### config.mk
export PLATFORM = sky130hd
export DESIGN_NAME = rtp_video_frame_reassembly_top
export DESIGN_NICKNAME = d
export VERILOG_FILES = /design/src/hw/rtl/rvfr_pkg.sv /design/src/hw/rtl/rvfr_front.sv /design/src/hw/rtl/rvfr_queue.sv /design/src/hw/rtl/rvfr_back.sv /design/src/hw/rtl/rtp_video_frame_reassembly_top.sv
export SDC_FILE = /design/constraint.sdc
export NUM_CORES = 1
export LEC_CHECK = 0
export ABC_CLOCK_PERIOD_IN_PS = 5800
export BUFFER_PORTS_ARGS = -buffer_cell sky130_fd_sc_hd__buf_2
export CAP_MARGIN = 20
export CORE_MARGIN = 2
export CORE_UTILIZATION = 50
export CTS_BUF_LIST = sky130_fd_sc_hd__clkbuf_4 sky130_fd_sc_hd__clkbuf_8 sky130_fd_sc_hd__clkbuf_16
export CTS_CLUSTER_DIAMETER = 60
export DETAILED_ROUTE_END_ITERATION = 7
export PLACE_DENSITY = 0.69
export SLEW_MARGIN = 25
export SYNTH_ARGS = -nofsm -noshare
export SYNTH_HDL_FRONTEND = slang
export SYNTH_SLANG_ARGS = --single-unit
### constraint.sdc
create_clock -name i_clk -period 5.8 [get_ports i_clk]
set_clock_uncertainty 0.05 [all_clocks]
set_input_delay 0.58 -clock i_clk [delete_from_list [all_inputs] [get_ports i_clk]]
set_output_delay 0.58 -clock i_clk [all_outputs]
set_load 0.01 [all_outputs]
### src/hw/rtl/rvfr_pkg.sv
// Package: payload structs, command encoding and helpers for the RTP frame reassembly block
`timescale 1ns / 1ps

package rvfr_pkg;

    // Queue between classifier and frame accumulator
    localparam int QueueDepth = 2;
    localparam int QueuePtrW  = $clog2(QueueDepth);
    localparam int QueueCntW  = $clog2(QueueDepth + 1);

    // Picture type codes
    localparam logic [2:0] PicUnknown = 3'd0;
    localparam logic [2:0] PicI       = 3'd1;
    localparam logic [2:0] PicD       = 3'd4;

    // Saturation value of the frame byte sum
    localparam logic [31:0] BytesMax = 32'hFFFF_FFFF;

    typedef struct packed {
        logic [15:0] seq_number;
        logic [31:0] time_stamp;
        logic        marker;
        logic [2:0]  picture_type;
        logic [15:0] payload_length;
    } t_in_item;

    typedef struct packed {
        logic        accepted;
        logic        loss_valid;
        logic [15:0] loss_first;
        logic [15:0] loss_count;
        logic        frame_valid;
        logic [34:0] frame_bits;
        logic [2:0]  frame_kind;
    } t_out_item;

    // What the accumulator does with a classified packet
    typedef enum logic [1:0] {
        OP_DROP         = 2'd0, // late or duplicate, nothing to the frame
        OP_ADD          = 2'd1, // joins the current frame
        OP_CLOSE_WITH   = 2'd2, // joins, then the frame closes (marker)
        OP_CLOSE_BEFORE = 2'd3  // closes the frame, then starts the next one
    } t_op;

    typedef struct packed {
        logic        accepted;
        logic        loss_valid;
        logic [15:0] loss_first;
        logic [15:0] loss_count;
        t_op         op;
        logic [15:0] payload_length;
        logic [2:0]  picture_type;
    } t_cmd;

    // Map a raw picture type to the reported kind
    function automatic logic [2:0] kind_of(input logic [2:0] raw);
        return (raw >= PicI && raw <= PicD) ? raw : PicUnknown;
    endfunction

    // Saturating add of a packet length onto the byte sum
    function automatic logic [31:0] sat_add(input logic [31:0] acc, input logic [15:0] len);
        logic [32:0] sum;
        sum = {1'b0, acc} + {17'd0, len};
        return sum[32] ? BytesMax : sum[31:0];
    endfunction

endpackage

### src/hw/rtl/rvfr_front.sv
// Classifier: sequence/timestamp checks, gap report, drop decision
`timescale 1ns / 1ps

module rvfr_front (
    input  logic              i_clk,
    input  logic              i_rst_n,
    input  logic              i_valid,
    input  rvfr_pkg::t_in_item i_item,
    input  logic              i_ready,
    output logic              o_push,
    output rvfr_pkg::t_cmd    o_cmd
);
    import rvfr_pkg::*;

    logic [31:0] r_lowest_time, n_lowest_time;
    logic [15:0] r_highest_seq, n_highest_seq;

    logic        seeded;
    logic [16:0] hs_next;
    logic        gap;
    logic [31:0] eff_time;
    logic [15:0] eff_seq;
    logic        keep;
    logic        later;
    logic [15:0] gap_count;

    // Compares against the stored state; an unseeded block compares with the packet itself
    always_comb begin
        seeded    = (r_lowest_time != 32'd0);
        hs_next   = {1'b0, r_highest_seq} + 17'd1;
        gap       = seeded && ({1'b0, i_item.seq_number} > hs_next);
        gap_count = i_item.seq_number - r_highest_seq - 16'd1;
        eff_time  = seeded ? r_lowest_time : i_item.time_stamp;
        eff_seq   = seeded ? r_highest_seq : i_item.seq_number;
        keep      = !((i_item.time_stamp < eff_time) || (i_item.seq_number <= eff_seq));
        later     = i_item.time_stamp > eff_time;
    end

    // Command for the accumulator
    always_comb begin
        o_push               = i_valid && i_ready;
        o_cmd.accepted       = keep;
        o_cmd.loss_valid     = gap;
        o_cmd.loss_first     = gap ? hs_next[15:0] : 16'd0;
        o_cmd.loss_count     = gap ? gap_count : 16'd0;
        o_cmd.payload_length = i_item.payload_length;
        o_cmd.picture_type   = i_item.picture_type;
        priority if (!keep) begin
            o_cmd.op = OP_DROP;
        end else if (later) begin
            o_cmd.op = OP_CLOSE_BEFORE;
        end else if (i_item.marker) begin
            o_cmd.op = OP_CLOSE_WITH;
        end else begin
            o_cmd.op = OP_ADD;
        end
    end

    // State update per transfer
    always_comb begin
        n_lowest_time = r_lowest_time;
        n_highest_seq = r_highest_seq;
        if (o_push) begin
            if (!seeded) begin
                n_lowest_time = i_item.time_stamp;
                n_highest_seq = i_item.seq_number;
            end
            if (keep) begin
                n_highest_seq = i_item.seq_number;
                if (later) begin
                    n_lowest_time = i_item.time_stamp;
                end
            end
        end
    end

    always_ff @(posedge i_clk) begin
        if (!i_rst_n) begin
            r_lowest_time <= 32'd0;
            r_highest_seq <= 16'd0;
        end else begin
            r_lowest_time <= n_lowest_time;
            r_highest_seq <= n_highest_seq;
        end
    end

endmodule

### src/hw/rtl/rvfr_queue.sv
// Short command queue between classifier and accumulator
`timescale 1ns / 1ps

module rvfr_queue (
    input  logic           i_clk,
    input  logic           i_rst_n,
    input  logic           i_push,
    input  rvfr_pkg::t_cmd i_cmd,
    output logic           o_ready,
    input  logic           i_pop,
    output logic           o_valid,
    output rvfr_pkg::t_cmd o_cmd
);
    import rvfr_pkg::*;

    t_cmd                 r_mem [QueueDepth];
    logic [QueuePtrW-1:0] r_wr_ptr, n_wr_ptr;
    logic [QueuePtrW-1:0] r_rd_ptr, n_rd_ptr;
    logic [QueueCntW-1:0] r_count, n_count;
    logic                 do_pop;

    always_comb begin
        o_ready  = (r_count != QueueCntW'(QueueDepth));
        o_valid  = (r_count != '0);
        o_cmd    = r_mem[r_rd_ptr];
        do_pop   = i_pop && o_valid;
        n_wr_ptr = r_wr_ptr;
        n_rd_ptr = r_rd_ptr;
        n_count  = r_count;
        if (i_push) begin
            n_wr_ptr = (r_wr_ptr == QueuePtrW'(QueueDepth - 1)) ? '0 : r_wr_ptr + 1'b1;
        end
        if (do_pop) begin
            n_rd_ptr = (r_rd_ptr == QueuePtrW'(QueueDepth - 1)) ? '0 : r_rd_ptr + 1'b1;
        end
        unique case ({i_push, do_pop})
            2'b10:   n_count = r_count + 1'b1;
            2'b01:   n_count = r_count - 1'b1;
            default: n_count = r_count;
        endcase
    end

    // Entry storage, no reset needed
    always_ff @(posedge i_clk) begin
        if (i_push) begin
            r_mem[r_wr_ptr] <= i_cmd;
        end
    end

    always_ff @(posedge i_clk) begin
        if (!i_rst_n) begin
            r_wr_ptr <= '0;
            r_rd_ptr <= '0;
            r_count  <= '0;
        end else begin
            r_wr_ptr <= n_wr_ptr;
            r_rd_ptr <= n_rd_ptr;
            r_count  <= n_count;
        end
    end

endmodule

### src/hw/rtl/rvfr_back.sv
// Frame accumulator: byte sum, picture type, frame close and result register
`timescale 1ns / 1ps

module rvfr_back (
    input  logic                i_clk,
    input  logic                i_rst_n,
    input  logic                i_valid,
    input  rvfr_pkg::t_cmd      i_cmd,
    output logic                o_pop,
    output logic                o_out_valid,
    input  logic                i_out_stall,
    output rvfr_pkg::t_out_item o_out_data
);
    import rvfr_pkg::*;

    logic [31:0] r_frame_bytes, n_frame_bytes;
    logic [2:0]  r_frame_type, n_frame_type;
    logic        r_out_valid, n_out_valid;
    t_out_item   r_out, n_out;

    logic [31:0] added_bytes;
    logic [2:0]  added_type;
    logic [31:0] close_bytes;
    logic [2:0]  close_type;
    logic        closes;

    // Take a command whenever the result register is free or being drained
    always_comb begin
        o_pop       = i_valid && (!r_out_valid || !i_out_stall);
        added_bytes = sat_add(r_frame_bytes, i_cmd.payload_length);
        added_type  = (r_frame_type == PicUnknown) ? i_cmd.picture_type : r_frame_type;
        closes      = 1'b0;
        close_bytes = r_frame_bytes;
        close_type  = r_frame_type;

        n_frame_bytes = r_frame_bytes;
        n_frame_type  = r_frame_type;
        n_out_valid   = r_out_valid && i_out_stall;
        n_out         = r_out;

        if (o_pop) begin
            unique case (i_cmd.op)
                OP_DROP: begin
                end
                OP_ADD: begin
                    n_frame_bytes = added_bytes;
                    n_frame_type  = added_type;
                end
                OP_CLOSE_WITH: begin
                    closes        = 1'b1;
                    close_bytes   = added_bytes;
                    close_type    = added_type;
                    n_frame_bytes = 32'd0;
                    n_frame_type  = PicUnknown;
                end
                OP_CLOSE_BEFORE: begin
                    // next frame starts from this packet alone
                    closes        = 1'b1;
                    n_frame_bytes = {16'd0, i_cmd.payload_length};
                    n_frame_type  = i_cmd.picture_type;
                end
                default: begin
                end
            endcase
            n_out_valid       = 1'b1;
            n_out.accepted    = i_cmd.accepted;
            n_out.loss_valid  = i_cmd.loss_valid;
            n_out.loss_first  = i_cmd.loss_first;
            n_out.loss_count  = i_cmd.loss_count;
            n_out.frame_valid = closes && (close_bytes != 32'd0);
            n_out.frame_bits  = n_out.frame_valid ? {close_bytes, 3'b000} : 35'd0;
            n_out.frame_kind  = n_out.frame_valid ? kind_of(close_type) : PicUnknown;
        end
    end

    always_ff @(posedge i_clk) begin
        if (!i_rst_n) begin
            r_frame_bytes <= 32'd0;
            r_frame_type  <= PicUnknown;
            r_out_valid   <= 1'b0;
        end else begin
            r_frame_bytes <= n_frame_bytes;
            r_frame_type  <= n_frame_type;
            r_out_valid   <= n_out_valid;
        end
    end

    // Result payload
    always_ff @(posedge i_clk) begin
        r_out <= n_out;
    end

    assign o_out_valid = r_out_valid;
    assign o_out_data  = r_out;

endmodule

### src/hw/rtl/rtp_video_frame_reassembly_top.sv
// Top level of the RTP video frame reassembly block
`timescale 1ns / 1ps

// Usage:
//   Input channel (i_in_valid / o_in_stall / i_in_data) takes one RTP video
//   packet header per transfer. Output channel (o_out_valid / i_out_stall /
//   o_out_data) gives exactly one result per packet, in packet order: kept or
//   dropped, any sequence gap before it, and the frame it closed, if any.
//   Throughput: one packet per cycle while the receiver does not stall.
//   The classifier keeps the timestamp and sequence state and decides in
//   the cycle of the transfer; the accumulator updates the frame byte sum
//   and type one command per cycle on the same condition. Path to result
//   valid: classifier to the two-entry command queue, accumulator to the result register.
//   When the receiver stalls, the result register holds, the queue fills, and
//   o_in_stall rises once the queue is full; no packet is lost.
//   Reset (synchronous, active low) clears the stored timestamp, highest
//   sequence number, frame byte sum and picture type, and empties the queue
//   and result register. The first packet after reset seeds the state and is
//   reported as dropped.
module rtp_video_frame_reassembly_top (
    input  logic                i_clk,
    input  logic                i_rst_n,
    input  logic                i_in_valid,
    output logic                o_in_stall,
    input  rvfr_pkg::t_in_item  i_in_data,
    output logic                o_out_valid,
    input  logic                i_out_stall,
    output rvfr_pkg::t_out_item o_out_data
);
    import rvfr_pkg::*;

    logic q_ready;
    logic q_valid;
    logic push;
    logic pop;
    t_cmd front_cmd;
    t_cmd back_cmd;

    assign o_in_stall = !q_ready;

    rvfr_front u_front (
        .i_clk   (i_clk),
        .i_rst_n (i_rst_n),
        .i_valid (i_in_valid),
        .i_item  (i_in_data),
        .i_ready (q_ready),
        .o_push  (push),
        .o_cmd   (front_cmd)
    );

    rvfr_queue u_queue (
        .i_clk   (i_clk),
        .i_rst_n (i_rst_n),
        .i_push  (push),
        .i_cmd   (front_cmd),
        .o_ready (q_ready),
        .i_pop   (pop),
        .o_valid (q_valid),
        .o_cmd   (back_cmd)
    );

    rvfr_back u_back (
        .i_clk       (i_clk),
        .i_rst_n     (i_rst_n),
        .i_valid     (q_valid),
        .i_cmd       (back_cmd),
        .o_pop       (pop),
        .o_out_valid (o_out_valid),
        .i_out_stall (i_out_stall),
        .o_out_data  (o_out_data)
    );

    // A frame only closes on a kept packet, and its size is a nonzero byte count
    a_frame_on_kept: assert property (@(posedge i_clk) disable iff (!i_rst_n)
        (o_out_valid && o_out_data.frame_valid) |->
            (o_out_data.accepted && o_out_data.frame_bits[2:0] == 3'd0 &&
             o_out_data.frame_bits != 35'd0))
        else $error("frame reported without a kept packet or with bad size");

    // Gap fields are zero without a gap, and a reported gap is never empty
    a_gap_fields: assert property (@(posedge i_clk) disable iff (!i_rst_n)
        o_out_valid |-> (o_out_data.loss_valid ? (o_out_data.loss_count != 16'd0) :
            (o_out_data.loss_first == 16'd0 && o_out_data.loss_count == 16'd0)))
        else $error("inconsistent sequence gap fields");

    // No frame, no size or kind
    a_no_frame_zero: assert property (@(posedge i_clk) disable iff (!i_rst_n)
        (o_out_valid && !o_out_data.frame_valid) |->
            (o_out_data.frame_bits == 35'd0 && o_out_data.frame_kind == PicUnknown))
        else $error("frame fields set without a frame");

    // Queue never overflows: stall is raised before a push could be lost
    a_no_push_when_full: assert property (@(posedge i_clk) disable iff (!i_rst_n)
        push |-> q_ready)
        else $error("command pushed into a full queue");

endmodule

**Word level (Yosys, flattened, before mapping)**

Memories as Yosys holds them, arrays and structs flattened. A register that Yosys moved wholly into a read port is not among the register bits.
Index checks and enable logic that the tools add are counted.

- Flip-flop bits (word level): 161
- Bits in writable memories: 110
- Input port bits: 72
- Output and inout port bits: 75
- Memories kept: 1

- Add/subtract/negate cells: 8
- Order comparisons: 6
- Equality and inequality tests: 6
- Mux-type cells: 28
- Reduce and logical (&&, ||, !) cells: 22

Memory list:

| memory | depth | width | rd ports | clocked after Yosys merged registers in | write ports | line | text |
|---|---|---|---|---|---|---|---|
| u_queue.r_mem | 2 | 55 | 1 | 1 | 1 | rvfr_queue.sv:16 | `t_cmd r_mem [QueueDepth];` |

Operators by type and width:

| operator | count |
|---|---|
| 32-bit two-way mux | 6 |
| 32-bit case mux with 3 select lines | 1 |
| 16-bit two-way mux | 4 |
| 32-bit nonzero test | 2 |
| 32-bit by 16-bit adder with 33-bit output | 1 |
| 32-bit greater-than comparator | 1 |
| 32-bit less-than comparator | 1 |
| 16-bit by 1-bit adder with 17-bit output, second input constant | 1 |
| 16-bit by 17-bit greater-than comparator with 1-bit output | 1 |
| 16-bit <= comparator | 1 |
| 16-bit by 1-bit subtractor with 16-bit output, second input constant | 1 |
| 16-bit subtractor | 1 |
| 1-bit two-way mux | 9 |
| 3-bit two-way mux | 3 |
| 3-bit case mux with 3 select lines | 1 |
| 1-bit logical AND | 7 |
| 2-bit == test, second input constant | 3 |
| 2-bit two-way mux | 3 |
| 2-bit by 1-bit == test with 1-bit output, second input constant | 2 |
| 1-bit zero test | 4 |
| 2-bit case mux with 2 select lines | 1 |
| 2-bit AND reduction | 2 |
| 2-bit nonzero test | 2 |
| 3-bit by 1-bit greater-or-equal comparator with 1-bit output, second input constant | 1 |
| other kinds (9) | 11 |

**Logic depth before layout (Yosys ltp)**

- Depth in word-level cells: 7
- Mapped depth: 18
- Depth with buffers taken out: 16

**Cells and area by module**

From an unflattened synthesis, not the netlist that was laid out.

- Cell total of the unflattened synthesis: 1454
- Area, all modules: 15240.9 um2

Modules (own cells, without submodules):

| module | instances | cells an instance | area an instance (um2) | seq. area each (um2) |
|---|---|---|---|---|
| rvfr_back | 1 | 676 | 6321.1 | 2822.7 |
| rvfr_front | 1 | 583 | 4738.3 | 960.9 |
| rvfr_queue | 1 | 194 | 4177.8 | 3403.3 |
| rtp_video_frame_reassembly_top | 1 | 1 | 3.8 | 0.0 |

**Worst setup path before layout**

No wires, ideal clock.

- Path kind: register -> register
- Start: register (tool-made name)
- End: register u_back.r_out (netlist bit u_back.o_out_data[0]), data pin
- Library setup time: 0.268 ns
- Arrival time: 4.063 ns
- Data required time: 5.482 ns
- Slack: 1.419 ns
- Stages on the path, launching flop included: 16
- Path buffers: 2
- Period minus slack after synthesis: 4.381 ns
- Cell sequence: dfxtp_1 -> buf_1 -> clkbuf_1 -> mux2i_1 -> inv_1 -> ha_1 -> fa_1 -> a211oi_1 -> o211ai_1 -> a2111oi_0 -> a211oi_1 -> a32oi_1 -> nand3_1 -> a2111oi_0 -> and4_4 -> nor4_1

RTL lines:

| element | line | text |
|---|---|---|
| end signal, assigned | rvfr_back.sv:90 | `r_out <= n_out;` |
| end, declared | rvfr_back.sv:19 | `t_out_item r_out, n_out;` |

==> impl_metrics.json <==
{
  "outcome": "finished clean",
  "p_int_mw": 5.88,
  "synthDistinctLibCells": 72,
  "synth-compound-area-share": 0.169,
  "vdd_drop_max_v": 0.000313,
  "fin_crit_sh": 0.828,
  "dr_wl_met2_mm": 16.8,
  "r2r_cells": 13,
  "synth_most_common_cell": "edfxtp_1",
  "place_congestion": 0.984,
  "globalRoute.totalOverflow": 0,
  "synth-adder-area-share": 0.0851,
  "hold_class": "in2reg",
  "buffer_ports.inserted": 143,
  "synth_warnings": 0,
  "synth_seq_cells": 269,
  "cp_data_required_time_ns": 6.05,
  "cts_tree": "yes",
  "power_density_cells_nw_per_um2": 597,
  "min_cycle_time_layout_ns": 4.80,
  "floorplan.io_pins": 147,
  "seq_power_share": 0.319,
  "cts_buffer_depth": 3,
  "timing.fmax_ghz": 0.208,
  "max_capacitance_violation_count": 0,
  "synth_top_family_by_area": "compound AO/OA/AOI/OAI gates",
  "synthesis.instances": 1392,
  "setup_slack_ns": 0.998,
  "yosysTopAreaCellShare": 0.367,
  "p_sw_frac": 0.416,
  "drc": 0,
  "synth_async_sr_flop_share": 0,
  "cts_hold_buffers": 0,
  "min_path_cells": 1,
  "pwr-share-clk": 0.190,
  "rows": 62,
  "dieHeight_um": 176,
  "start_util": 0.510,
  "synth.avg_cell_area_sq_um": 10.6,
  "totalPowerFinal_mw": 10.1,
  "worst_r2r_endpoint": "u_back.o_out_data[1]$_SDFFCE_PN0P_",
  "die_w_um": 176,
  "timing_hold_violations_final": 0,
  "critical_path.endpoint": "u_back.o_out_data[1]$_SDFFCE_PN0P_",
  "path_max_fanout": 32,
  "cts_sinks": 269,
  "critical_path.endpoint_type": "register",
  "dp_hpwl_mm": 27.0,
  "power.combinational.fraction": 0.491,
  "synth_area_sq_um": 14700,
  "drt-met1-wl_mm": 18.1,
  "routed_wire_length_per_instance_um": 20.0,
  "drt-initial-drc-count": 1097,
  "root_buf_cell": "clkbuf_16",
  "via_per_inst": 6.03,
  "clock_insertion_delay_worst_skew_ns": 0.57,
  "synth_mux_area_frac": 0.0668,
  "post_synth_and_or_nand_nor_area_fraction": 0.131,
  "highest_layer": "met5",
  "grt_start_max_net_pins": 74,
  "worst_slew_pin_slew_ns": 0.959,
  "core_sq_um": 28900,
  "first_global_vias": 11100,
  "timing.critical_path.arrival_ns": 5.05,
  "wirelength_mm": 38.4,
  "r2r_slack_ns": 1.0,
  "grtUsageTotal": 0.246,
  "place_ws_ns": 1.07,
  "tns_ns": 0,
  "synth_largest_area_cell": "edfxtp_1",
  "cts-buffers-inserted": 30,
  "synthTopCellsByArea": "edfxtp_1 37%, dfxtp_1 12%, ha_1 8.2%",
  "synthTopCellsByCount": "180 x edfxtp_1, 113 x a21oi_1, 103 x nand2_1, 98 x nor2_1, 97 x ha_1",
  "synth_to_layout_area_growth_pct": 14.5,
  "die-area_sq_um": 30800,
  "drt_first_pass_iters": 6,
  "dr_wl_met3_mm": 2.71,
  "grt_antenna_before_repair": 1,
  "critPathLaunchType": "register",
  "timing_worst_setup_path_type": "reg2reg",
  "clk_pin_slew_worst_paths_ns": 0.06,
  "wire_length_of_the_first_global_routing_pass_mm": 60.6,
  "cts_htree_levels": 1,
  "setup_viol_count_final": 0,
  "synth_sequential_area_ratio": 0.488,
  "layout-drive-gt1-share": 0.190,
  "antenna-diode-count": 0,
  "hp-start": "i_in_data[3]",
  "timing.final.max_slew_violations": 0,
  "vias": 11600,
  "setup_repair_after_global_routing_missed_its_margin": "no",
  "power.static_leakage_nw": 6.24,
  "cts_setup_buffers": 0,
  "slew_headroom": 0.342,
  "final_antenna_net_count": 0,
  "postCtsResizedCells": 0,
  "xor_and_xnor_fraction_of_the_mapped_netlist_area": 0.0268,
  "number_of_enable_type_register_cells_in_the_synthesized_netlist": 180,
  "fin_nets": 1681,
  "ys_dominant_reg_cell": "edfxtp_1",
  "switching_power_mw": 4.19
}
## placed cells by master (no fill, tap or decap), types with 27 or more instances in the layout
cell       synthesis  routed
nor3_1            29      29
a32o_1            27      27
mux2i_1           42      42
nand3_1           30      30
nor2_1            98      94
nand4_1           29      29
inv_1             45      44
mux2_2            50      50
a21oi_1          113     111
edfxtp_1         180     180
clkbuf_16          0      30
buf_2             10     143
xnor2_1           34      34
ha_1              97      97
dfxtp_1           89      88
o21ai_0           61      60
nand2_1          103     103
## worst min path at each step
stage / to / slack (ns)
floorplan: u_front.r_highest_seq[11]$_SDFFE_PN0P_ / 0.40
global placement: u_front.r_highest_seq[13]$_SDFFE_PN0P_ / 0.41
detailed placement: u_front.r_highest_seq[13]$_SDFFE_PN0P_ / 0.42
CTS: u_queue.r_mem[1][6]$_DFFE_PP_ / 0.13
global route: u_queue.r_mem[0][13]$_DFFE_PP_ / 0.13
finish: u_queue.r_mem[1][6]$_DFFE_PP_ / 0.15
## routing by layer
| layer | up-vias | global-route usage |
|---|---|---|
| li1 | 5516 | - |
| met1 | 5579 | 0.369 |
| met2 | 404 | 0.375 |
| met3 | 61 | 0.0372 |
| met4 | 2 | 0.0623 |
| met5 | - | 0 |
## flip-flops by register name, indices dropped and copies added, names as in the netlist, named ones only
| register | count |
|---|---|
| u_queue.r_mem | 110 |
| u_back.o_out_data | 70 |
| u_back.r_frame_bytes | 32 |
| u_front.r_lowest_time | 32 |
| u_front.r_highest_seq | 16 |
| u_back.r_frame_type | 3 |
| u_queue.r_count | 2 |
| u_back.o_out_valid | 1 |
| u_queue.r_rd_ptr | 1 |
| u_queue.r_wr_ptr | 1 |
## per-stage QoR
stage	instance area, sq um	std cells	hold WS [ns]	util
floorplan	14700	1394	0.397	-
global placement	15800	1861	0.409	0.547
detailed placement	15800	1861	0.415	0.547
CTS	16800	1916	0.128	0.583
global route	16900	1917	0.130	0.584
finish	16900	1917	0.148	0.584
## kinds of logic (layout without fill, tap and decap cells)
logic type | after synthesis | after routing
AND/OR/NAND/NOR | 392 | 392
AO/OA/AOI/OAI | 370 | 370
flip-flops | 269 | 269
buffers and inverters | 124 | 263
adder cells (fa/ha/maj) | 99 | 99
multiplexers | 92 | 92
XOR/XNOR | 45 | 45
other | 1 | 3
## worst max-delay path, cell delays in order, from the launching register on
cell	delay, ns
dfxtp_2	0.65
mux2i_1	0.27
inv_1	0.06
ha_1	0.22
fa_1	0.44
a211oi_1	0.37
o211a_1	0.32
or3_1	0.25
a21oi_4	0.25
nor2_1	0.56
a311oi_1	0.19
a2111oi_0	0.48
and4_4	0.34
nor4_1	0.06
## power by group through the flow
stage               registers (mW)  logic [mW]  clock network, mW
detailed placement            3.25        4.84                  0
floorplan                     3.29        3.30                  0
CTS                           3.21        4.88               1.95
global route                  3.27        5.44               2.03
finish                        3.21        4.95               1.92
global placement              3.23        4.76                  0
## cell type report
class                      instances  area, sq um
multi-input combinational       1001         7100
clock inverter                    14          181
tap                              384          480
clock buffer                      41          852
fill                            2500        12000
sequential                       269         7190
timing repair buffer             163          886
inverter                          45          170
Note: power is estimated with default switching activity, not from simulation.
